### src/hw/rtl/ffr_pkg.sv
// Shared types, constants and helpers for the fixed-length frame receiver.
// No dependencies; imported by the top level, the sequencer and the store.
`default_nettype none

package ffr_pkg;

	// Default ring store depth
	localparam int unsigned STORE_DEPTH_DEF = 32;
	// Widest store address the depth range can need
	localparam int unsigned ADDR_MAX_W = 8;
	// Width of the configuration register index
	localparam int unsigned CFG_IDX_W = 8;

	// Escape pair bytes
	localparam logic [7:0] ESC_BYTE = 8'h5C;
	localparam logic [7:0] CLEAR_BYTE = 8'h61;
	localparam logic [7:0] CAPTURE_BYTE = 8'h62;

	// Frame length after reset
	localparam logic [4:0] FRAME_LENGTH_RST = 5'd16;

	// Run kinds
	localparam logic KIND_FRAME = 1'b0;
	localparam logic KIND_CAPTURE = 1'b1;

	// Configuration register indexes
	typedef enum logic [CFG_IDX_W-1:0] {
		REG_START_MARKER = 8'd0,
		REG_END_MARKER   = 8'd1,
		REG_FRAME_LENGTH = 8'd2,
		REG_CAPTURE_EN   = 8'd3
	} cfg_reg_t;

	// Live configuration seen by the sequencer
	typedef struct packed {
		logic [7:0] start_marker;
		logic [7:0] end_marker;
		logic [4:0] frame_length;
		logic       capture_en;
	} cfg_t;

	// Request bundle from the sequencer to the store
	typedef struct packed {
		logic                  wr_en;
		logic [ADDR_MAX_W-1:0] wr_addr;
		logic [7:0]            wr_data;
		logic                  clr_all;
		logic                  ra_en;
		logic [ADDR_MAX_W-1:0] ra_addr;
		logic                  rb_en;
		logic [ADDR_MAX_W-1:0] rb_addr;
	} store_req_t;

	// Frame length modulo the store depth; at most eight compare and subtract steps
	// since the depth is at least 4 and the length below 32.
	function automatic logic [ADDR_MAX_W-1:0] flen_mod(input logic [4:0] fl,
			input int unsigned d);
		logic [ADDR_MAX_W:0] v;
		v = (ADDR_MAX_W+1)'(fl);
		for (int k = 0; k < 8; k++) begin
			if (v >= (ADDR_MAX_W+1)'(d)) begin
				v = v - (ADDR_MAX_W+1)'(d);
			end
		end
		return v[ADDR_MAX_W-1:0];
	endfunction

endpackage

`default_nettype wire

### src/hw/rtl/fixed_length_frame_receiver_top.sv
// Top level of the fixed-length frame receiver: configuration registers,
// sequencer and ring store. Depends on ffr_pkg, ffr_seq and ffr_store.
//
// Usage:
//   Input channel (in_valid/in_stall/rx_byte) takes one received byte per beat.
//   Output channel (out_valid/out_stall) carries out_byte, run_kind and run_last;
//   run_kind is 1 for a configuration capture run and 0 for a frame run, and
//   run_last flags the final byte of each run.
//   Configuration (cfg_valid/cfg_ready/cfg_index/cfg_data) is always ready;
//   write only while no byte is in work.
// Timing:
//   A byte is accepted only while idle. A capture run walks the stored bytes up to
//   the escape pair; an end marker adds the start check (S_CHECK reads the start
//   entry, S_CMP compares it) and, on a match, a frame run of frame_length beats.
//   Each output beat is one read of the store's first read port, so the walk runs
//   at one beat per cycle when not stalled.
//   in_stall stays high until the last beat of the byte's runs is issued.
// Reset:
//   Clears the pointer, the last-byte register, the configuration and every
//   valid bit of the store at once; no clearing pass is needed.
// Stall:
//   A stalled beat holds; the walk waits with it.
`default_nettype none

module fixed_length_frame_receiver_top #(
	parameter int unsigned STORE_DEPTH = ffr_pkg::STORE_DEPTH_DEF
) (
	input  wire logic                          clk,
	input  wire logic                          arst_n,
	input  wire logic                          in_valid,
	output logic                               in_stall,
	input  wire logic [7:0]                    rx_byte,
	output logic                               out_valid,
	input  wire logic                          out_stall,
	output logic [7:0]                         out_byte,
	output logic                               run_kind,
	output logic                               run_last,
	input  wire logic                          cfg_valid,
	output logic                               cfg_ready,
	input  wire logic [ffr_pkg::CFG_IDX_W-1:0] cfg_index,
	input  wire logic [7:0]                    cfg_data
);
	import ffr_pkg::*;

	localparam int unsigned AW = $clog2(STORE_DEPTH);
	localparam logic [ADDR_MAX_W-1:0] FLM_RST8 = flen_mod(FRAME_LENGTH_RST, STORE_DEPTH);

	cfg_t                  cfg_q;
	logic [AW-1:0]         flm_q;
	logic [ADDR_MAX_W-1:0] flm_new;
	store_req_t            req;
	logic [7:0]            rb_data;

	// Reduce a written frame length modulo the depth
	assign flm_new = flen_mod(cfg_data[4:0], STORE_DEPTH);

	// Take register writes; keep the frame length modulo the depth alongside
	always_ff @(posedge clk or negedge arst_n) begin
		if (!arst_n) begin
			cfg_q.start_marker <= 8'h00;
			cfg_q.end_marker   <= 8'h00;
			cfg_q.frame_length <= FRAME_LENGTH_RST;
			cfg_q.capture_en   <= 1'b0;
			flm_q              <= FLM_RST8[AW-1:0];
		end else if (cfg_valid) begin
			case (cfg_index)
				REG_START_MARKER: begin
					cfg_q.start_marker <= cfg_data;
				end
				REG_END_MARKER: begin
					cfg_q.end_marker <= cfg_data;
				end
				REG_FRAME_LENGTH: begin
					cfg_q.frame_length <= cfg_data[4:0];
					flm_q <= flm_new[AW-1:0];
				end
				REG_CAPTURE_EN: begin
					cfg_q.capture_en <= cfg_data[0];
				end
				default: begin
				end
			endcase
		end
	end

	assign cfg_ready = 1'b1;

	ffr_seq #(
		.DEPTH(STORE_DEPTH)
	) u_seq (
		.clk      (clk),
		.arst_n   (arst_n),
		.cfg      (cfg_q),
		.flm      (flm_q),
		.in_valid (in_valid),
		.in_stall (in_stall),
		.rx_byte  (rx_byte),
		.out_valid(out_valid),
		.out_stall(out_stall),
		.run_kind (run_kind),
		.run_last (run_last),
		.req      (req),
		.rb_data  (rb_data)
	);

	ffr_store #(
		.DEPTH(STORE_DEPTH)
	) u_store (
		.clk    (clk),
		.arst_n (arst_n),
		.req    (req),
		.ra_data(out_byte),
		.rb_data(rb_data)
	);

endmodule

`default_nettype wire

### src/hw/rtl/ffr_store.sv
// Ring store: one write port, two registered read ports, per-entry valid bits.
// Depends on ffr_pkg for the request bundle.
`default_nettype none

module ffr_store #(
	parameter int unsigned DEPTH = ffr_pkg::STORE_DEPTH_DEF
) (
	input  wire logic               clk,
	input  wire logic               arst_n,
	input  wire ffr_pkg::store_req_t req,
	output logic [7:0]              ra_data,
	output logic [7:0]              rb_data
);
	import ffr_pkg::*;

	localparam int unsigned AW = $clog2(DEPTH);

	logic [7:0]       mem [DEPTH];
	logic [DEPTH-1:0] vld_q;
	logic [7:0]       ra_q;
	logic [7:0]       rb_q;

	logic [AW-1:0] wr_a;
	logic [AW-1:0] ra_a;
	logic [AW-1:0] rb_a;

	assign wr_a = req.wr_addr[AW-1:0];
	assign ra_a = req.ra_addr[AW-1:0];
	assign rb_a = req.rb_addr[AW-1:0];

	// Write the data array
	always_ff @(posedge clk) begin
		if (req.wr_en) begin
			mem[wr_a] <= req.wr_data;
		end
	end

	// Mark written entries; a clear drops every entry at once
	always_ff @(posedge clk or negedge arst_n) begin
		if (!arst_n) begin
			vld_q <= '0;
		end else if (req.clr_all) begin
			vld_q <= '0;
		end else if (req.wr_en) begin
			vld_q[wr_a] <= 1'b1;
		end
	end

	// Read both ports; an entry not written since the last clear reads as zero
	always_ff @(posedge clk) begin
		if (req.ra_en) begin
			ra_q <= vld_q[ra_a] ? mem[ra_a] : 8'h00;
		end
		if (req.rb_en) begin
			rb_q <= vld_q[rb_a] ? mem[rb_a] : 8'h00;
		end
	end

	assign ra_data = ra_q;
	assign rb_data = rb_q;

endmodule

`default_nettype wire

### src/hw/rtl/ffr_seq.sv
// Sequencer: accepts a byte, handles the escape pairs, checks and walks frames.
// Depends on ffr_pkg; drives ffr_store through a request bundle.
`default_nettype none

module ffr_seq #(
	parameter int unsigned DEPTH = ffr_pkg::STORE_DEPTH_DEF
) (
	input  wire logic                       clk,
	input  wire logic                       arst_n,
	input  wire ffr_pkg::cfg_t              cfg,
	input  wire logic [$clog2(DEPTH)-1:0]   flm,
	input  wire logic                       in_valid,
	output logic                            in_stall,
	input  wire logic [7:0]                 rx_byte,
	output logic                            out_valid,
	input  wire logic                       out_stall,
	output logic                            run_kind,
	output logic                            run_last,
	output ffr_pkg::store_req_t             req,
	input  wire logic [7:0]                 rb_data
);
	import ffr_pkg::*;

	localparam int unsigned AW = $clog2(DEPTH);
	localparam int unsigned CW = (AW > 5) ? AW : 5;

	typedef enum logic [2:0] {
		S_IDLE,
		S_CAP,
		S_CHECK,
		S_CMP,
		S_FRAME
	} state_t;

	state_t        state_q;
	logic [AW-1:0] wp_q;
	logic [7:0]    prev_q;
	logic          frame_req_q;
	logic [AW-1:0] start_q;
	logic [AW-1:0] rd_ptr_q;
	logic [CW-1:0] cnt_q;
	logic          out_valid_q;
	logic          kind_q;
	logic          last_q;

	logic          accept;
	logic          escaped;
	logic          is_clr;
	logic          is_cap;
	logic          cap_run;
	logic          frame_req;
	logic [AW-1:0] wp_inc;
	logic [AW-1:0] wp_new;
	logic [AW:0]   diff;
	logic [AW:0]   diff_wrap;
	logic [AW-1:0] start_new;
	logic          run_active;
	logic          issue;
	logic          beat_last;
	logic [AW-1:0] rd_ptr_inc;

	// Decode the incoming byte
	always_comb begin
		accept    = (state_q == S_IDLE) && in_valid;
		escaped   = cfg.capture_en && (prev_q == ESC_BYTE);
		is_clr    = escaped && (rx_byte == CLEAR_BYTE);
		is_cap    = escaped && (rx_byte == CAPTURE_BYTE);
		wp_inc    = (wp_q == AW'(DEPTH - 1)) ? '0 : wp_q + 1'b1;
		wp_new    = is_clr ? '0 : wp_inc;
		cap_run   = is_cap && (wp_new > AW'(2));
		frame_req = (rx_byte == cfg.end_marker) && (cfg.frame_length != 5'd0);
		diff      = {1'b0, wp_new} - {1'b0, flm};
		diff_wrap = diff + (AW+1)'(DEPTH);
		start_new = (wp_new >= flm) ? diff[AW-1:0] : diff_wrap[AW-1:0];
	end

	// Advance through a run one beat per free output slot
	always_comb begin
		run_active = (state_q == S_CAP) || (state_q == S_FRAME);
		issue      = run_active && (!out_valid_q || !out_stall);
		beat_last  = (cnt_q == '0);
		rd_ptr_inc = (rd_ptr_q == AW'(DEPTH - 1)) ? '0 : rd_ptr_q + 1'b1;
	end

	// Drive the store
	always_comb begin
		req.wr_en   = accept;
		req.wr_addr = ADDR_MAX_W'(wp_q);
		req.wr_data = rx_byte;
		req.clr_all = (accept && (is_clr || (is_cap && !cap_run)))
			|| ((state_q == S_CAP) && issue && beat_last);
		req.ra_en   = issue;
		req.ra_addr = ADDR_MAX_W'(rd_ptr_q);
		req.rb_en   = (state_q == S_CHECK);
		req.rb_addr = ADDR_MAX_W'(start_q);
	end

	// Hold state and the output beat flags
	always_ff @(posedge clk or negedge arst_n) begin
		if (!arst_n) begin
			state_q     <= S_IDLE;
			wp_q        <= '0;
			prev_q      <= 8'h00;
			frame_req_q <= 1'b0;
			start_q     <= '0;
			rd_ptr_q    <= '0;
			cnt_q       <= '0;
			out_valid_q <= 1'b0;
			kind_q      <= KIND_FRAME;
			last_q      <= 1'b0;
		end else begin
			// Issue a beat, or drop the current one once taken
			if (issue) begin
				out_valid_q <= 1'b1;
				last_q      <= beat_last;
				rd_ptr_q    <= rd_ptr_inc;
				cnt_q       <= cnt_q - 1'b1;
			end else if (!out_stall) begin
				out_valid_q <= 1'b0;
			end
			case (state_q)
				S_IDLE: begin
					if (accept) begin
						wp_q        <= wp_new;
						prev_q      <= rx_byte;
						frame_req_q <= frame_req;
						start_q     <= start_new;
						if (cap_run) begin
							state_q  <= S_CAP;
							rd_ptr_q <= '0;
							cnt_q    <= CW'(wp_new - AW'(3));
						end else if (frame_req) begin
							state_q <= S_CHECK;
						end
					end
				end
				S_CAP: begin
					if (issue) begin
						kind_q <= KIND_CAPTURE;
						if (beat_last) begin
							state_q <= frame_req_q ? S_CHECK : S_IDLE;
						end
					end
				end
				S_CHECK: begin
					state_q <= S_CMP;
				end
				S_CMP: begin
					if (rb_data == cfg.start_marker) begin
						state_q  <= S_FRAME;
						rd_ptr_q <= start_q;
						cnt_q    <= CW'(cfg.frame_length - 5'd1);
					end else begin
						state_q <= S_IDLE;
					end
				end
				S_FRAME: begin
					if (issue) begin
						kind_q <= KIND_FRAME;
						if (beat_last) begin
							state_q <= S_IDLE;
						end
					end
				end
				default: begin
					state_q <= S_IDLE;
				end
			endcase
		end
	end

	assign in_stall  = (state_q != S_IDLE);
	assign out_valid = out_valid_q;
	assign run_kind  = kind_q;
	assign run_last  = last_q;

endmodule

`default_nettype wire

### config.mk
export PLATFORM = sky130hd
export DESIGN_NAME = fixed_length_frame_receiver_top
export DESIGN_NICKNAME = d
export VERILOG_FILES = /design/src/hw/rtl/ffr_pkg.sv /design/src/hw/rtl/fixed_length_frame_receiver_top.sv /design/src/hw/rtl/ffr_store.sv /design/src/hw/rtl/ffr_seq.sv
export SDC_FILE = /design/constraint.sdc
export NUM_CORES = 1
export LEC_CHECK = 0
export ABC_AREA = 1
export BUFFER_PORTS_ARGS = -buffer_cell sky130_fd_sc_hd__buf_2
export CORE_MARGIN = 10
export CORE_UTILIZATION = 50
export DETAILED_ROUTE_END_ITERATION = 6
export GPL_ROUTABILITY_DRIVEN = 1
export PLACE_DENSITY = 0.72
export SKIP_LAST_GASP = 1
export SLEW_MARGIN = 15
export SYNTH_ARGS = -nofsm -noshare
export SYNTH_HDL_FRONTEND = slang
export SYNTH_SLANG_ARGS = --single-unit
### constraint.sdc
create_clock -name clk -period 6.3 [get_ports clk]
set_input_delay 0.63 -clock clk [delete_from_list [all_inputs] [get_ports clk]]
set_output_delay 0.63 -clock clk [all_outputs]
set_load 0.01 [all_outputs]
==> After elaboration in Yosys (flattened, before gate mapping) <==
Memories as Yosys holds them, arrays and structs flattened. A register that Yosys moved wholly into a read port is not among the register bits.
Cells that the tools add are included.
{ "op_classes": {"eq_ne": 21, "n_reduce_logical": 35, "bitwise": 1, "n_addsub": 7, "muxes": 39, "magnitude_cmp": 6} }
{ "op_table": {"columns": ["cell", "n"], "rows": [
  ["$mux W32", 2],
  ["$mux W5", 12],
  ["$or A32 B32 Y32", 1],
  ["$eq A8 B7 Y1 const B", 3],
  ["$mux W3", 8],
  ["$pmux W5 S2", 2],
  ["$lt A5 B6 Y1 const B", 3],
  ["$eq A8 B2 Y1 const B", 2],
  ["$eq A8 B8 Y1", 2],
  ["$add A5 B1 Y5 const B", 3],
  ["$pmux W3 S5", 1],
  ["$logic_and A1 B1 Y1", 12],
  ["$ne A2 B1 Y1 const B", 6],
  ["$bmux W1 S5", 2],
  ["$eq A5 B5 Y1 const B", 2],
  ["$reduce_and A2 Y1", 5],
  ["$sub A5 B1 Y5 const B", 2],
  ["$mux W1", 9],
  ["$eq A8 B1 Y1 const B", 1],
  ["$logic_not A8 Y1", 1],
  ["$eq A3 B2 Y1 const B", 2],
  ["$reduce_and A6 Y1", 1],
  ["$demux W1 S5", 1],
  ["$ge A5 B1 Y1 const B", 1],
  ["other kinds (17)", 25]
]} }
{ "totals": {"output_inout_bits": 13, "elab_cells": 125, "input_bits": 29, "reg_bits": 89, "memories": 1, "ramBits": 256} }
{ "memory_table": {"columns": ["name", "words", "width", "rd", "rd_ports_with_merged_regs", "write_ports", "line", "source"], "rows": [
  ["u_store.mem", 32, 8, 2, 2, 1, "ffr_store.sv:18", "logic [7:0] mem [DEPTH];"]
]} }

==> Logic depth before layout (Yosys ltp) <==
{ "depth": {"word_depth": 12, "ltp_mapped": 17, "depth_no_buf": 17} }

==> Hierarchy <==
A second synthesis with hierarchy kept.
{ "hier_totals": {"hier_cells": 2433, "hier_area_um2": 19787.7} }
{ "modules_own_cells": {"columns": ["module", "seq_area_each_um2", "instances", "area_each_um2", "cells_per_inst"], "rows": [
  ["ffr_store", 8968.6, 1, 15962.8, 1929],
  ["ffr_seq", 875.8, 1, 2760.1, 386],
  ["fixed_length_frame_receiver_top", 551.8, 1, 1064.8, 118]
]} }

==> Worst setup path after synthesis <==
OpenSTA, ideal clock, no wires.
{ "synth_path": {"path_kind": "register to register", "start": "register u_seq.wp_q[0]", "end": "register u_seq.start_q[4]", "required_time_ns": 6.167, "n_path_buf": 0, "setup_time_ns": 0.133, "synth_period_minus_slack_ns": 2.510, "stages_incl_launch_ff": 13, "slack_ns": 3.790, "t_arrival_ns": 2.376, "cell_sequence": "dfrtp_1 > ha_1 > nand2_1 > nor2_1 > ha_1 > nor2_1 > nand2_1 > ha_1 > fa_1 > o21ai_0 > xor2_1 > xor2_1 > o21ai_0"} }
{ "synth_via": {"elab_chain_len": 6, "word_cells_on_any_way": 8, "classes_between": "add/sub: 3; order compare: 1; eq/ne: 1; mux: 3"} }
{ "synth_rtl": {"columns": ["item", "line", "source"], "rows": [
  ["start: declaration", "ffr_seq.sv:36", "logic [AW-1:0] wp_q;"],
  ["start signal: assignment", "ffr_seq.sv:124", "wp_q <= wp_new;"],
  ["$add A5 B1 Y5 / $eq A5 B5 Y1 (equally long branches)", "ffr_seq.sv:68", "wp_inc = (wp_q == AW'(DEPTH - 1)) ? '0 : wp_q + 1'b1;"],
  ["$mux W5 (*)", "ffr_seq.sv:68", null],
  ["$mux W5 (*)", "ffr_seq.sv:69", "wp_new = is_clr ? '0 : wp_inc;"],
  ["$sub A5 B5 Y5", "ffr_seq.sv:72", "diff = {1'b0, wp_new} - {1'b0, flm};"],
  ["$add A5 B1 Y5", "ffr_seq.sv:73", "diff_wrap = diff + (AW+1)'(DEPTH);"],
  ["$mux W5 (*)", "ffr_seq.sv:74", "start_new = (wp_new >= flm) ? diff[AW-1:0] : diff_wrap[AW-1:0];"],
  ["end signal: assignment", "ffr_seq.sv:127", "start_q <= start_new;"],
  ["end: declaration", "ffr_seq.sv:39", "logic [AW-1:0] start_q;"]
]} }
Mark *: on every way between the ends. The rest lies on a longest branch, timed or not.
A chain may end at the register's enable or synchronous reset.

==> Final worst setup path <==
{ "layout_path": {"start": "register u_seq.start_q[1]", "end": "register u_store.rb_q[5], in the netlist u_store.rb_data[5] (read register of u_store.mem) (data pin)"} }
{ "layout_via": {"elab_chain_len": 3} }
{ "layout_rtl": {"columns": ["item", "line", "source"], "rows": [
  ["$bmux W1 S5", "ffr_store.sv:55", "rb_q <= vld_q[rb_a] ? mem[rb_a] : 8'h00;"],
  ["$mux W1 (not written as such)", "ffr_store.sv:55", null],
  ["$logic_not A1 Y1 (no line)", null, null],
  ["end: declaration", "ffr_store.sv:21", "logic [7:0] rb_q;"]
]} }
Several ways; a longest one is shown, not always the timed one. The select of a mux whose other input is x is not followed.

==> metrics.md <==
| Metric | Value |
|---|---|
| Arrival time at the worst endpoint | `3.51 ns` |
| Worst-case headroom to the max-slew limit | `15.03%` |
| Outcome | `finished clean` |
| Final Hold Viols | `0` |
| PD cells | `481.6 nW/um^2` |
| Sum of routed wire length over all layers | `53480 um` |
| CP Launch Type | `flop` |
| Antenna fix cells | `0` |
| Min cycle time layout | `3.145 ns` |
| Worst slew pin tran | `1.275 ns` |
| Highest ir drop seen on vdd | `332.8 uV` |
| Deepest clock path buffer count | `3` |
| Number of nets with antenna violations after detailed routing | `0` |
| Tightest hold margin | `0.05189 ns` |
| Syn Inst Count | `1980` |
| # Post-CTS Setup Buffers | `0` |
| Clock tree root buffer cell | `clkbuf_16` |
| Nets | `2000` |
| Hold Path Class | `in2async` |
| Syn Area/Cell | `9.256 um^2` |
| Number of antenna violations at the first check in global routing | `0` |
| Initial DRC count | `2132` |
| Initial Util | `50.42%` |
| Final cycle utilization of the critical path | `49.92%` |
| Pin count of the biggest net entering global routing | `241` |
| Worst-path clk slew | `0.06 ns` |
| Final total negative setup slack | `0 ns` |
| Setup repair after global routing missed its margin | `false` |
| Port Buffer Count | `40` |
| Post-synthesis sequential element count | `361` |
| Post-DR wirelength/cell | `21.84 um` |
| Vias per cell | `6.177` |
| Routability congestion estimate from global placement | `0.9188` |
| Count of synthesis-stage warnings from yosys | `0` |
| Overall Global Routing Usage | `23.76%` |
| Final cell count without fillers | `2449` |
| TritonCTS sink count | `361` |
| Number of nets in the synthesized netlist | `2026` |
| Row cnt | `70` |
| Number of instances in the placed design | `2382` |
| Global-route wire length before repair | `82850 um` |
| Layout cells sized above 1 | `7.925%` |
| Total of endpoints with negative setup slack in the final report | `0` |
| Post-Syn Area | `18330 um^2` |
| Endpoint required time on the critical path | `6.66 ns` |
| Number of distinct standard cells referenced by the synthesized netlist | `43` |
| Synth-to-Final Area Change | `8.534%` |
| Total of hold buffers inserted after clock tree synthesis | `0` |
| Number of buffers added by the clock tree synthesis step | `38` |
| CTS tree | `done` |
| Residual DRC | `0` |
| Critical-path maximum fanout | `68` |
| Pins over their slew limit | `0` |
| Count of pins on the block boundary | `42` |
| Area of the die | `44710 um^2` |
| Die boundary width | `211.5 um` |
| Post-detailed-placement half-perimeter wirelength | `32280 um` |
| Core Area | `36350 um^2` |
| Reg-to-reg setup timing slack | `3.15 ns` |
| Achievable frequency | `318.0 MHz` |
| Kind of capture point of the worst setup path | `flop` |
| Number of max-capacitance violations reported | `0` |
| Post-synthesis sequential area ratio | `56.72%` |
| Crit Path Category | `reg2reg` |
| DR pass1 iterations | `6` |
| Post_cts resized | `0` |
| Final clock skew | `0.02857 ns` |
| Leakage | `7.648 nW` |
| H-Tree Level Count | `2` |
| Vias in the first global route | `14510` |
| Clock latency at the later pin of the worst-skew pair | `0.53 ns` |
| Vert. Die Dim | `211.5 um` |
| Vias post-DR | `15130` |
| Overflow left after global routing | `0` |
## sequential cells by signal, indices dropped and copies added (netlist names), 8 cells and up
| register | count |
|---|---|
| u_store.mem | 256 |
| u_store.vld_q | 32 |
| cfg_q | 17 |
| u_seq.prev_q | 8 |
| u_store.ra_data | 8 |
| u_store.rb_data | 8 |
## power breakdown
group          total (mW)  switching, mW  leakage (nW)  internal [mW]
registers            3.25          0.340          3.60           2.91
logic                4.15           2.94          3.46           1.21
clock network        2.18          0.904         0.588           1.28
total                9.58           4.18          7.65           5.40
## cells in the mapped netlist, drive strengths merged
cell type | count | area (um^2)
nand3 | 194 | 970.9
buf | 78 | 451.7
conb | 1 | 3.750
or2 | 5 | 31.28
o21a | 1 | 7.510
xnor2 | 3 | 26.28
clkbuf | 53 | 198.9
dfrtp | 88 | 2202
nor3b | 2 | 15.01
edfxtp | 272 | 8168
ha | 16 | 200.2
nor2 | 221 | 854.6
nand4 | 4 | 25.02
a22oi | 1 | 7.510
dfstp | 1 | 26.28
nor4 | 1 | 6.260
xor2 | 17 | 148.9
a21oi | 181 | 905.9
nand3b | 1 | 7.510
clkinv | 4 | 15.01
a31oi | 2 | 12.51
nor3 | 11 | 60.06
a32oi | 1 | 8.760
o211ai | 72 | 540.5
o21ai | 323 | 1632
nand2 | 208 | 825.8
o221ai | 24 | 210.2
inv | 187 | 701.9
o22ai | 7 | 43.79
fa | 1 | 20.02
## layout by cell type (no fill, tap or decap), drive strengths merged
cell      Yosys  routed
o211ai       72      72
nor3b         2       2
edfxtp      272     272
o21a          1       1
clkbuf       53      50
bufinv        0       3
o22ai         7       7
nand4         4       4
ha           16      16
a31oi         2       2
a22oi         1       1
a21oi       181     181
nor3         11      11
o221ai       24      24
xor2         17      17
buf          78      65
dfrtp        88      88
clkinvlp      0       1
nand2       208     208
dfstp         1       1
nor2        221     221
conb          1       1
inv         187     188
nor4          1       1
fa            1       1
or2           5       5
o21ai       323     323
nand3b        1       1
nand3       194     194
clkinv        4      16
a32oi         1       1
xnor2         3       3
## layer usage
layer,vias to the layer above,GRT usage [%],part of all wire [%]
met1,7156,30.62,38
li1,6881,-,-
met5,-,0,0
met2,931,37.73,47
met3,159,4.156,11
met4,0,12.50,4.7
## kinds of logic after synthesis
kind of cell    share of synthesized area (%)
compound gates                          18.38
xor+xnor                               0.9558
fa+ha+maj                               1.202
buf+inv                                 7.462
flops                                   56.72
other cells                           0.02046
simple gates                            15.26
## metrics by stage
stage	total power, mW	utilization [%]	setup slack, ns	area [um^2]
floorplan	6.059	-	3.790	18330
global placement	7.177	51.43	3.153	18690
detailed placement	7.303	51.43	3.099	18690
CTS	9.482	54.73	3.362	19890
global route	10.14	54.73	3.133	19890
finish	9.580	54.73	3.155	19890
## worst max-delay path, stage by stage (launching register included)
cell and delay [ns]:
dfrtp_4 0.82, buf_4 0.79, o21ai_0 0.25, o221ai_1 0.29, nand3_1 0.17, nand3_1 0.17, nand2_1 0.22, nor2_1 0.21
## path summary, 6_finish.rpt
path,start,to,cells after the start
worst max-delay path,u_seq.start_q[1],u_store.rb_data[5],7
worst min-delay path,arst_n,cfg_q[20],1
worst max register to register,u_seq.start_q[1],u_store.rb_data[5],7
worst min register to register,u_seq.run_last,u_seq.run_last,2
max in group asynchronous,arst_n,u_seq.rd_ptr_q[1],2
min in group clk,out_stall,u_seq.out_valid,3
## cell type report
| type | instances | area [um^2] |
|---|---|---|
| clock buffer | 50 | 1037 |
| clock inverter | 17 | 160.2 |
| fill | 3097 | 16460 |
| inverter | 191 | 716.9 |
| multi-input combinational | 1297 | 6564 |
| sequential | 361 | 10410 |
| tap | 468 | 585.6 |
| timing repair buffer | 65 | 415.4 |
Power figures use the tool's default switching activity.
